[config.mk]
export PLATFORM = sky130hd
export DESIGN_NAME = timelapse_capture_sequencer_core
export DESIGN_NICKNAME = d
export VERILOG_FILES = /design/src/rtl/tcs_pkg.sv /design/src/rtl/timelapse_capture_sequencer_core.sv
export SDC_FILE = /design/constraint.sdc
export NUM_CORES = 2
export LEC_CHECK = 0
export ABC_CLOCK_PERIOD_IN_PS = 9800
export BUFFER_PORTS_ARGS = -buffer_cell sky130_fd_sc_hd__buf_2
export CAP_MARGIN = 40
export CORE_UTILIZATION = 30
export CTS_CLUSTER_DIAMETER = 60
export CTS_CLUSTER_SIZE = 24
export DETAILED_ROUTE_END_ITERATION = 16
export HOLD_SLACK_MARGIN = 0.15
export MAX_ROUTING_LAYER = met4
export PLACE_DENSITY_LB_ADDON = 0.2
export SLEW_MARGIN = 0
export SYNTH_ARGS = -nofsm -noshare
export SYNTH_HDL_FRONTEND = slang
export SYNTH_SLANG_ARGS = --single-unit
[constraint.sdc]
create_clock -name clock -period 9.8 [get_ports clock]
set_input_delay 0.49 -clock clock [delete_from_list [all_inputs] [get_ports clock]]
set_output_delay 0.49 -clock clock [all_outputs]
set_load 0.005 [all_outputs]
[src/rtl/tcs_pkg.sv]
// Package for the timelapse capture sequencer: transaction types, codes and constants.
`default_nettype none

package tcs_pkg;

   localparam int RING_DEPTH = 8;
   localparam int SLOT_W     = (RING_DEPTH > 1) ? $clog2(RING_DEPTH) : 1;
   localparam int PTR_W      = $clog2(2 * RING_DEPTH);
   localparam int OCC_W      = PTR_W + 1;

   localparam logic [PTR_W-1:0] PTR_LAST  = PTR_W'(2 * RING_DEPTH - 1);
   localparam logic [PTR_W-1:0] PTR_DEPTH = PTR_W'(RING_DEPTH);

   localparam logic [15:0] EXPO_MAX          = 16'd20000;
   localparam logic [15:0] EXPO_MIN          = 16'd1;
   localparam logic [15:0] FIXED_EXPO_LIMIT  = 16'd10;
   localparam logic [14:0] AUTO_EXPO_RESET   = 15'd100;
   localparam logic [7:0]  DIV5_RECIP        = 8'd205;

   typedef enum logic [2:0] {
      REQ_ADD   = 3'd0,
      REQ_START = 3'd1,
      REQ_TICK  = 3'd2,
      REQ_DONE  = 3'd3,
      REQ_STOP  = 3'd4
   } req_code_type;

   typedef struct packed {
      logic [2:0]         req_type;
      logic [31:0]        delay_ms;
      logic [31:0]        interval_ms;
      logic [15:0]        shot_count;
      logic [15:0]        exposure_request;
      logic [2:0]         file_mode;
      logic signed [15:0] brightness_offset;
   } req_payload_type;

   typedef struct packed {
      logic        capture_fire;
      logic [15:0] exposure_value;
      logic [2:0]  capture_mode;
      logic        is_running;
      logic [15:0] shots_left;
      logic [15:0] shots_total;
      logic        queue_full;
   } rsp_payload_type;

   function automatic logic [SLOT_W-1:0] ptr_slot(input logic [PTR_W-1:0] p);
      if (p >= PTR_DEPTH) begin
         return SLOT_W'(p - PTR_DEPTH);
      end
      return SLOT_W'(p);
   endfunction

   function automatic logic [PTR_W-1:0] ptr_incr(input logic [PTR_W-1:0] p);
      if (p == PTR_LAST) begin
         return '0;
      end
      return p + 1'b1;
   endfunction

endpackage

`default_nettype wire

[src/rtl/timelapse_capture_sequencer_core.sv]
// Top level of the timelapse capture sequencer: job ring, tick timing and exposure stepping.
`default_nettype none

// One transaction is taken in every cycle; busy is never raised. Each accepted
// transaction gives one result on rsp_data, marked by rsp_strobe. The input stage
// registers the request, the middle stage updates the job ring, the timer and
// the exposure state, and the result register then samples the
// head job. Results appear in request order and cannot be held off. The ring
// holds RING_DEPTH jobs; an add to a full ring is dropped and flagged.
module timelapse_capture_sequencer_core (
   input  wire                      clock,
   input  wire                      reset,
   input  wire                      start,
   output logic                     busy,
   input  tcs_pkg::req_payload_type req_data,
   output logic                     rsp_strobe,
   output tcs_pkg::rsp_payload_type rsp_data
);
   import tcs_pkg::*;

   // input stage
   req_payload_type req_ff;
   logic            req_valid_ff;

   // job ring
   logic [31:0] job_delay_ff     [RING_DEPTH];
   logic [31:0] job_delay_in     [RING_DEPTH];
   logic [31:0] job_interval_ff  [RING_DEPTH];
   logic [15:0] job_remaining_ff [RING_DEPTH];
   logic [15:0] job_remaining_in [RING_DEPTH];
   logic [15:0] job_total_ff     [RING_DEPTH];
   logic [15:0] job_total_in     [RING_DEPTH];
   logic [15:0] job_exposure_ff  [RING_DEPTH];
   logic [2:0]  job_mode_ff      [RING_DEPTH];

   logic [PTR_W-1:0] head_ff, head_in, tail_ff, tail_in;
   logic             running_ff, running_in;
   logic             capturing_ff, capturing_in;
   logic [31:0]      elapsed_ff, elapsed_in;
   logic [14:0]      auto_ff, auto_in;
   logic signed [15:0] offset_ff, offset_in;

   // middle stage
   logic        mid_valid_ff;
   logic        fire_ff, fire_in;
   logic [15:0] expo_ff, expo_in;
   logic [2:0]  mode_ff, mode_in;
   logic        full_ff, full_in;

   // result stage
   rsp_payload_type rsp_ff;
   logic            rsp_valid_ff;

   logic [SLOT_W-1:0] head_slot, tail_slot;
   logic [OCC_W-1:0]  occ;
   logic              add_ok;
   logic [31:0]       elapsed_inc;
   logic              go;

   // automatic exposure
   logic [7:0]         step_d;
   logic signed [24:0] prod_hi;
   logic signed [25:0] num_hi;
   logic signed [19:0] num_lo;
   logic [9:0]         base_lo;
   logic [17:0]        prod_lo;
   logic [15:0]        v_raw;
   logic               num_nonpos;
   logic [15:0]        auto_value;

   assign busy = 1'b0;

   assign head_slot = ptr_slot(head_ff);
   assign tail_slot = ptr_slot(tail_ff);
   assign occ = (tail_ff >= head_ff) ? OCC_W'(tail_ff - head_ff)
                                     : OCC_W'({1'b0, tail_ff} + OCC_W'(2 * RING_DEPTH)
                                              - {1'b0, head_ff});
   assign add_ok = (occ < OCC_W'(RING_DEPTH));
   assign elapsed_inc = (elapsed_ff == 32'hFFFF_FFFF) ? elapsed_ff : elapsed_ff + 32'd1;
   assign go = (job_delay_ff[head_slot] != 32'd0) ? (elapsed_inc >= job_delay_ff[head_slot])
                                                  : (elapsed_inc >= job_interval_ff[head_slot]);

   always_comb begin
      if (auto_ff < 15'd200) begin
         step_d = 8'd2;
      end else if (auto_ff < 15'd500) begin
         step_d = 8'd5;
      end else if (auto_ff < 15'd1000) begin
         step_d = 8'd10;
      end else if (auto_ff < 15'd2000) begin
         step_d = 8'd25;
      end else if (auto_ff < 15'd5000) begin
         step_d = 8'd40;
      end else if (auto_ff < 15'd10000) begin
         step_d = 8'd80;
      end else if (auto_ff < 15'd20000) begin
         step_d = 8'd160;
      end else begin
         step_d = 8'd1;
      end
   end

   assign prod_hi = offset_ff * $signed({1'b0, step_d});
   assign num_hi  = $signed({3'b000, auto_ff, 8'h00}) - {prod_hi[24], prod_hi};
   // below 100 the divisor is 256 * 5: shift, then multiply by the reciprocal of 5
   assign num_lo  = $signed({3'b000, auto_ff[6:0], 10'h000})
                  + $signed({5'b00000, auto_ff[6:0], 8'h00})
                  - {{4{offset_ff[15]}}, offset_ff};
   assign base_lo = num_lo[17:8];
   assign prod_lo = base_lo * DIV5_RECIP;

   always_comb begin
      if (auto_ff < 15'd100) begin
         num_nonpos = (num_lo <= 20'sd0);
         v_raw      = {8'h00, prod_lo[17:10]};
      end else begin
         num_nonpos = (num_hi <= 26'sd0);
         v_raw      = num_hi[23:8];
      end
      if (num_nonpos || v_raw == 16'd0) begin
         auto_value = EXPO_MIN;
      end else if (v_raw > EXPO_MAX) begin
         auto_value = EXPO_MAX;
      end else begin
         auto_value = v_raw;
      end
   end

   always_comb begin
      job_delay_in     = job_delay_ff;
      job_remaining_in = job_remaining_ff;
      job_total_in     = job_total_ff;
      head_in      = head_ff;
      tail_in      = tail_ff;
      running_in   = running_ff;
      capturing_in = capturing_ff;
      elapsed_in   = elapsed_ff;
      auto_in      = auto_ff;
      offset_in    = offset_ff;
      fire_in      = 1'b0;
      expo_in      = 16'd0;
      mode_in      = 3'd0;
      full_in      = 1'b0;
      if (req_valid_ff) begin
         unique case (req_ff.req_type)
            REQ_ADD: begin
               if (!add_ok) begin
                  full_in = 1'b1;
               end else begin
                  job_remaining_in[tail_slot] = req_ff.shot_count;
                  job_total_in[tail_slot]     = req_ff.shot_count;
                  tail_in                     = ptr_incr(tail_ff);
               end
            end
            REQ_START: begin
               running_in = 1'b1;
               elapsed_in = 32'd0;
            end
            REQ_TICK: begin
               elapsed_in = elapsed_inc;
               if (running_ff) begin
                  if (occ != '0 && job_remaining_ff[head_slot] != 16'd0) begin
                     if (!capturing_ff && go) begin
                        job_delay_in[head_slot]     = 32'd0;
                        elapsed_in                  = 32'd0;
                        job_remaining_in[head_slot] = job_remaining_ff[head_slot] - 16'd1;
                        capturing_in                = 1'b1;
                        fire_in                     = 1'b1;
                        mode_in                     = job_mode_ff[head_slot];
                        if (job_exposure_ff[head_slot] > FIXED_EXPO_LIMIT) begin
                           expo_in = job_exposure_ff[head_slot];
                        end else begin
                           expo_in = auto_value;
                           auto_in = auto_value[14:0];
                        end
                     end
                  end else if (occ > OCC_W'(1)) begin
                     head_in = ptr_incr(head_ff);
                  end else begin
                     running_in          = 1'b0;
                     head_in             = '0;
                     tail_in             = '0;
                     job_remaining_in[0] = 16'd0;
                     job_total_in[0]     = 16'd0;
                  end
               end
            end
            REQ_DONE: begin
               capturing_in = 1'b0;
               offset_in    = req_ff.brightness_offset;
            end
            REQ_STOP: begin
               running_in          = 1'b0;
               head_in             = '0;
               tail_in             = '0;
               job_remaining_in[0] = 16'd0;
               job_total_in[0]     = 16'd0;
            end
            default: begin
            end
         endcase
      end
   end

   always_ff @(posedge clock) begin
      req_ff <= req_data;
      if (req_valid_ff && req_ff.req_type == REQ_ADD && add_ok) begin
         job_interval_ff[tail_slot] <= req_ff.interval_ms;
         job_exposure_ff[tail_slot] <= req_ff.exposure_request;
         job_mode_ff[tail_slot]     <= req_ff.file_mode;
         job_delay_ff[tail_slot]    <= req_ff.delay_ms;
      end else begin
         job_delay_ff <= job_delay_in;
      end
      fire_ff <= fire_in;
      expo_ff <= expo_in;
      mode_ff <= mode_in;
      full_ff <= full_in;
      rsp_ff.capture_fire   <= fire_ff;
      rsp_ff.exposure_value <= expo_ff;
      rsp_ff.capture_mode   <= mode_ff;
      rsp_ff.is_running     <= running_ff;
      rsp_ff.shots_left     <= job_remaining_ff[head_slot];
      rsp_ff.shots_total    <= job_total_ff[head_slot];
      rsp_ff.queue_full     <= full_ff;
   end

   always_ff @(posedge clock) begin
      if (reset) begin
         req_valid_ff     <= 1'b0;
         mid_valid_ff     <= 1'b0;
         rsp_valid_ff     <= 1'b0;
         job_remaining_ff <= '{default: 16'd0};
         job_total_ff     <= '{default: 16'd0};
         head_ff          <= '0;
         tail_ff          <= '0;
         running_ff       <= 1'b0;
         capturing_ff     <= 1'b0;
         elapsed_ff       <= 32'd0;
         auto_ff          <= AUTO_EXPO_RESET;
         offset_ff        <= 16'sd0;
      end else begin
         req_valid_ff     <= start && !busy;
         mid_valid_ff     <= req_valid_ff;
         rsp_valid_ff     <= mid_valid_ff;
         job_remaining_ff <= job_remaining_in;
         job_total_ff     <= job_total_in;
         head_ff          <= head_in;
         tail_ff          <= tail_in;
         running_ff       <= running_in;
         capturing_ff     <= capturing_in;
         elapsed_ff       <= elapsed_in;
         auto_ff          <= auto_in;
         offset_ff        <= offset_in;
      end
   end

   assign rsp_strobe = rsp_valid_ff;
   assign rsp_data   = rsp_ff;

endmodule

`default_nettype wire

### Word level (Yosys, flattened, before mapping)

Memories as Yosys holds them, arrays and structs flattened. A register that Yosys moved wholly into a read port is not among the register bits.
Index checks and enable logic that the tools add are counted.

* $add $sub $neg: 12
* multiply operators: 2
* magnitude comparators: 23
* eq/ne operators: 15
* multiplexer cells: 99
* bitwise logic cells: 5
* reductions and logical operators: 39

Operators by type and width (number)
* $mux W256: 6
* $mux W128: 4
* $bwmux W128: 3
* $and A256 B256 Y256: 1
* $bwmux W256: 1
* $mux W32: 8
* $not A256 Y256: 1
* $mux W16: 14
* $pmux W112 S2: 1
* $demux W32 S3: 2
* $mux W112: 1
* $bmux W16 S3: 2
* $bmux W32 S3: 1
* $demux W16 S3: 2
* $pmux W16 S3: 2
* $ge A32 B32 Y1: 2
* $pmux W32 S2: 1
* $mux W8: 7
* $mux W4: 11
* $add A32 B1 Y32 const B: 1
* $eq A32 B32 Y1 const B: 1
* $reduce_bool A32 Y1: 1
* $le A26 B1 Y1 const B: 1
* $sub A24 B25 Y26: 1
* 55 further kinds: 120

* flip-flop bits (word level): 778
* bits in writable memories: 408
* input port bits: 121
* output and inout bits: 56
* memories: 3

Memory list
* job_interval_ff: depth 8, width 32, read ports 1, clocked after memory_dff 0, wr ports 1, RTL line timelapse_capture_sequencer_core.sv:28 `logic [31:0] job_interval_ff [RING_DEPTH];`
* job_exposure_ff: depth 8, width 16, read ports 1, clocked after memory_dff 0, wr ports 1, RTL line timelapse_capture_sequencer_core.sv:33 `logic [15:0] job_exposure_ff [RING_DEPTH];`
* job_mode_ff: depth 8, width 3, read ports 1, clocked after memory_dff 1, wr ports 1, RTL line timelapse_capture_sequencer_core.sv:34 `logic [2:0] job_mode_ff [RING_DEPTH];`

### Depth between registers and ports, before layout

* depth after elaboration: 18
* depth in mapped cells: 33
* gate-level depth less buffers: 30

### Worst setup path before layout

Ideal clock, no wire load.

* kind: reg2reg
* start point: register auto_ff[8]
* end point: register auto_ff[5]
* arrival: 8290 ps
* slack: 1383 ps
* stages on the path, launching flop included: 31
* path buffers: 4
* cells stage by stage: dfxtp_1 -> clkbuf_1 -> nand3_1 -> o21ai_0 -> a21boi_0 -> nor3_1 -> inv_1 -> a22oi_1 -> clkbuf_1 -> nand2_1 -> fa_1 -> fa_1 -> fa_1 -> fa_1 -> inv_1 -> fa_1 -> inv_1 -> ha_1 -> buf_2 -> nand2_1 -> or4_1 -> o2111a_1 -> clkbuf_1 -> or4b_2 -> a21o_1 -> a21oi_1 -> nand4_1 -> a31oi_1 -> nor3_1 -> and3_1 -> or3_1

* cells in the longest elaborated chain, start to end: 14

RTL lines
* start: declaration: RTL line timelapse_capture_sequencer_core.sv:40 `logic [14:0] auto_ff, auto_in;`
* start signal: assignment: RTL line timelapse_capture_sequencer_core.sv:253 `auto_ff <= auto_in;`
* $lt A15 B15 Y1: RTL line timelapse_capture_sequencer_core.sv:96 `end else if (auto_ff < 15'd20000) begin`
* $mux W8: RTL line timelapse_capture_sequencer_core.sv:96
* $mux W8: RTL line timelapse_capture_sequencer_core.sv:94 `end else if (auto_ff < 15'd10000) begin`
* $mux W8: RTL line timelapse_capture_sequencer_core.sv:92 `end else if (auto_ff < 15'd5000) begin`
* $mux W8: RTL line timelapse_capture_sequencer_core.sv:90 `end else if (auto_ff < 15'd2000) begin`
* $mux W8: RTL line timelapse_capture_sequencer_core.sv:88 `end else if (auto_ff < 15'd1000) begin`
* $mux W8: RTL line timelapse_capture_sequencer_core.sv:86 `end else if (auto_ff < 15'd500) begin`
* $mux W8: RTL line timelapse_capture_sequencer_core.sv:84 `if (auto_ff < 15'd200) begin`
* $mul A16 B9 Y25: RTL line timelapse_capture_sequencer_core.sv:103 `assign prod_hi = offset_ff * $signed({1'b0, step_d});`
* $sub A24 B25 Y26: RTL line timelapse_capture_sequencer_core.sv:104 `assign num_hi = $signed({3'b000, auto_ff, 8'h00}) - {prod_hi[24], prod_hi};`
* $le A26 B1 Y1 / $mux W16 (equally long branches): RTL line timelapse_capture_sequencer_core.sv:117, timelapse_capture_sequencer_core.sv:113
* $mux W1, or another cell as far along: RTL line timelapse_capture_sequencer_core.sv:113 `if (auto_ff < 15'd100) begin`
* $logic_or A1 B1 Y1 / $mux W16 (equally long branches): RTL line timelapse_capture_sequencer_core.sv:120, timelapse_capture_sequencer_core.sv:122
* $mux W16 (*): RTL line timelapse_capture_sequencer_core.sv:120 `if (num_nonpos || v_raw == 16'd0) begin`

Mark *: on every way between the ends. The rest lies on a longest branch, timed or not.
A chain may end at the register's enable or synchronous reset.

### Worst setup path in the final report

* start point: register auto_ff[14]
* end point: register auto_ff[7]

Same word-level chain as after synthesis.

==> impl_results.md <==
- Die area: around 200000 µm²
- Worst-path fanout max: 16
- CTS tree: built
- First-pass GRT wire length: 297000 µm
- Placement Setup Slack: 0.710 ns
- Headroom to the max-slew limit: 0.319
- Outcome: complete, no violations
- Largest net degree at the start of global routing: 90
- Vias in the first global route: 42000
- Dpl cells: 7503
- Initial antenna violation count: 3
- Count of final hold-check violations: 0
- Total net switching power: between 2 and 3 mW
- Antenna violation net count after detailed routing: 0
- Power density cells: approximately 170 nW/µm²
- Routed length per instance: around 26 µm
- CTS Root Cell: clkbuf_16
- Number of clock sinks seen by CTS: between 1000 and 1500
- Utilization after layout: 0.354
- Post-route insts no fill: slightly below 8000
- Cts bufs inserted: 119
- Number of levels in the clock H-tree: 3
- Total Wirelength: 205000 µm
- Maximum Capacitance Violations: 0
- Power Internal: roughly 8.3 mW
- Smallest setup slack after layout: 0.920 ns
- RSZ-0062 raised after global routing: no
- Post-route fraction of the period consumed by the critical path: 0.906
- Reg power frac: 0.478
- Number of cells produced by synthesis: 5047
- Warnings from Yosys: 0
- Clk_lat worst skew: 0.81 ns
- Pin slew with the least headroom to its limit: 1.02 ns
- Pre-Repair DR Iteration Count: 6
- DR iter-0 viols: 4084
- Number of synthesized register bits: 1189
- DRC Markers: 0
- Worst VDD drop: 0.000145 V
- Data required time of the worst path: 10.44 ns
- Io pins: 177
- Class of the worst hold path: reg2reg
- Fill cell total of the finished layout: 18800
- Maximum root-to-sink buffer count: 3
- Floorplan Core Area: 191000 µm²
- Buffers added on ports: 175
- Sw frac: 0.258
- Routability congestion estimate from global placement: 0.881
- Total Routing Usage GR: 0.213
- Primary flip-flop cell chosen by synthesis mapping: edfxtp_1
- Startpoint types: register
- Height of the die: 441 µm
- Total standard cell area after synthesis: 57800 µm²
- WS Path Type: reg2reg
- Cell variety after synth: around 110
- Kind of end point of the critical path: register
- Fmax: 113 MHz
- Synthesized area divided by synthesized cell count: 11.4 µm²
- Fraction of final layout cells with drive strength greater than 1: 0.144
- Number of vias per cell: 5.44
- Setup Fix Bufs, Post-CTS: 0
- Portion of the post-synthesis area used by sequential elements: 0.527
- Final critical path time including I/O delays and setup: 8.88 ns
- Setup Total Neg Slack: 0 ns
- Clk pwr share: 0.457
- Arrival time worst endpoint: 9.52 ns
- Worst-case clock skew: between 0.09 and 0.1 ns
- Detailed-route via count: 42700
- Synth async-reset ratio: 0
- Part of the total power dissipated in combinational logic: 0.066
- HPWL reported at the end of detailed placement: 131000 µm
- Number of synthesized flops with an enable pin: 664
- Number of pins exceeding their max-slew limit in the final report: 0
- Die X-Extent: 441 µm
- Effective utilization at floorplan: 0.303
- Layout Nets: 5698
- Static Leak: 25.1 nW
- Cell Rows: 160
- Final global-route overflow total: 0
- Setup violations, final: 0
- Syn nets: 5512
- Clock-pin slew reported for the worst setup and hold paths after clock tree synthesis: 0.06 ns
- Area added between synthesis and finish: 16.9%
[routing by layer]
metal | vias to the layer above | wire length [µm] | global-route usage
met4 | 0 | 6190 | 0.0604
met2 | 1514 | 98200 | 0.346
li1 | 19200 | - | -
met5 | - | 0 | -
met3 | 290 | 11500 | 0.0263
met1 | 21800 | 88800 | 0.279
[worst max-delay path, cell delays in order, from the launching register on]
cell	delay, ns
dfxtp_1	0.39
or3_1	0.44
nor3_1	0.34
nand2_1	0.29
o21a_1	0.47
and2_1	0.29
fa_1	0.53
inv_1	0.05
fa_1	0.52
fa_1	0.44
fa_1	0.54
inv_1	0.05
fa_1	0.52
inv_1	0.04
ha_1	0.35
a21oi_1	0.44
nand2b_1	0.15
o21ai_0	0.46
mux2_2	0.41
a21oi_1	0.21
o2bb2ai_1	0.18
or3b_1	0.37
a21oi_1	0.25
o21bai_1	0.28
nand3_2	0.39
o32ai_1	0.36
[worst paths after layout]
path	from	to	slack [ns]	depth (start not counted)
setup / recovery	auto_ff[14]	auto_ff[7]	0.92	25
hold / removal	expo_ff[6]	rsp_data[43]	0.33	0
setup reg to reg	auto_ff[14]	auto_ff[7]	0.92	25
hold reg to reg	expo_ff[6]	rsp_data[43]	0.33	0
[cell families (layout without fill, tap and decap cells)]
logic type | after synthesis | after routing | share of synthesized area
multiplexers | 191 | 191 | 0.0474
adder cells (fa/ha/maj) | 344 | 344 | 0.0928
buffers and inverters | 671 | 964 | 0.0479
flip-flops | 1189 | 1189 | 0.527
AO/OA/AOI/OAI | 1349 | 1349 | 0.173
other | 1 | 3 | 0.0000649
XOR/XNOR | 80 | 80 | 0.0121
AND/OR/NAND/NOR | 1222 | 1222 | 0.0994
[power groups by stage]
| stage | logic, mW | clock network (mW) | registers [mW] |
|---|---|---|---|
| 4_1_cts | 0.735 | 5.23 | 5.35 |
| 2_1_floorplan | 0.494 | 0 | 5.41 |
| 3_5_place_dp | 0.693 | 0 | 5.46 |
| 5_1_grt | 0.819 | 5.41 | 5.35 |
| 3_3_place_gp | 0.667 | 0 | 5.47 |
| 6_report | 0.737 | 5.11 | 5.35 |
[synth_stat cells, drive strengths merged (9+ instances only)]
library cell  count  area, µm²
edfxtp          664      19900
dfxtp           525      10500
nand2           504       1890
a22o            310       2720
inv             293       1100
nor2            273       1030
a21oi           271       1360
clkbuf          238        893
ha              203       2540
a22oi           162       1220
fa              141       2820
buf             139        771
a211oi          116        926
o21ai           114        578
a221oi           85        776
mux2i            77        774
nand3            72        360
and2             71        447
mux4             60       1350
xnor2            56        490
mux2             54        612
o22ai            52        325
and3             49        307
nor3             47        245
nand4            38        238
a21o             37        285
nor2b            34        213
a221o            32        320
nor4             29        221
xor2             24        210
a31oi            23        165
or3              20        125
and4             17        149
nand2b           17        106
nand3b           16        120
o211ai           16        120
a222oi           13        130
o21a             13       97.6
o211a            12        120
o221ai           12        105
a21boi            9        105
[sequential cells by signal, summed over array words and instances (netlist names), 3 cells and up]
name / count
offset_ff: 16
rsp_data: 54
job_remaining_ff: 128
job_mode_ff: 24
job_delay_ff: 256
auto_ff: 15
mode_ff: 3
head_ff: 4
tail_ff: 4
job_interval_ff: 256
req_ff: 118
job_exposure_ff: 128
job_total_ff: 128
expo_ff: 16
elapsed_ff: 32
[cells in the final DEF, fill, tap and decap left out, types with 21 or more instances in the layout]
cell type	count
nand2_1	496
nor2b_1	28
dlygate4sd3_1	120
fa_1	141
edfxtp_1	664
nand4_1	38
nor3_1	39
buf_4	108
nand3_1	71
nor4_1	21
and3_1	48
a21o_1	36
a221o_1	32
ha_1	203
mux2i_1	76
and2_1	67
o21ai_0	106
clkbuf_16	122
inv_1	280
mux2_2	48
a21oi_1	270
a31oi_1	21
a221oi_1	80
mux4_2	60
o22ai_1	52
buf_2	179
a22o_1	310
a211oi_1	105
dfxtp_1	522
xnor2_1	56
a22oi_1	162
xor2_1	24
nor2_1	258
[cell type report]
cell class                 instances  area (µm²)  area share
inverter                         294        1120      0.0166
antenna                            2        5.00   0.0000741
tap                             2511        3140      0.0465
multi-input combinational       3187       24800       0.367
sequential                      1189       30500       0.451
clock buffer                     141        3210      0.0476
timing repair buffer             442        3630      0.0537
clock inverter                    87        1220      0.0180
[timing repair]
item | CTS | global route
setup endpoints to repair | 0 | 7
resized for setup | 0 | 3
hold buffers | 120 | 0
hold endpoints to repair | 137 | 0
[metrics by stage]
step / hold slack, ns / power (mW) / cell area, µm²
2_1_floorplan: 0.310 / 5.90 / 57800
3_3_place_gp: 0.315 / 6.14 / 61200
3_5_place_dp: 0.312 / 6.15 / 61900
4_1_cts: 0.258 / 11.3 / 67500
5_1_grt: 0.281 / 11.6 / 67600
6_report: 0.326 / 11.2 / 67600
No activity file was read; power rests on OpenSTA's default activity.
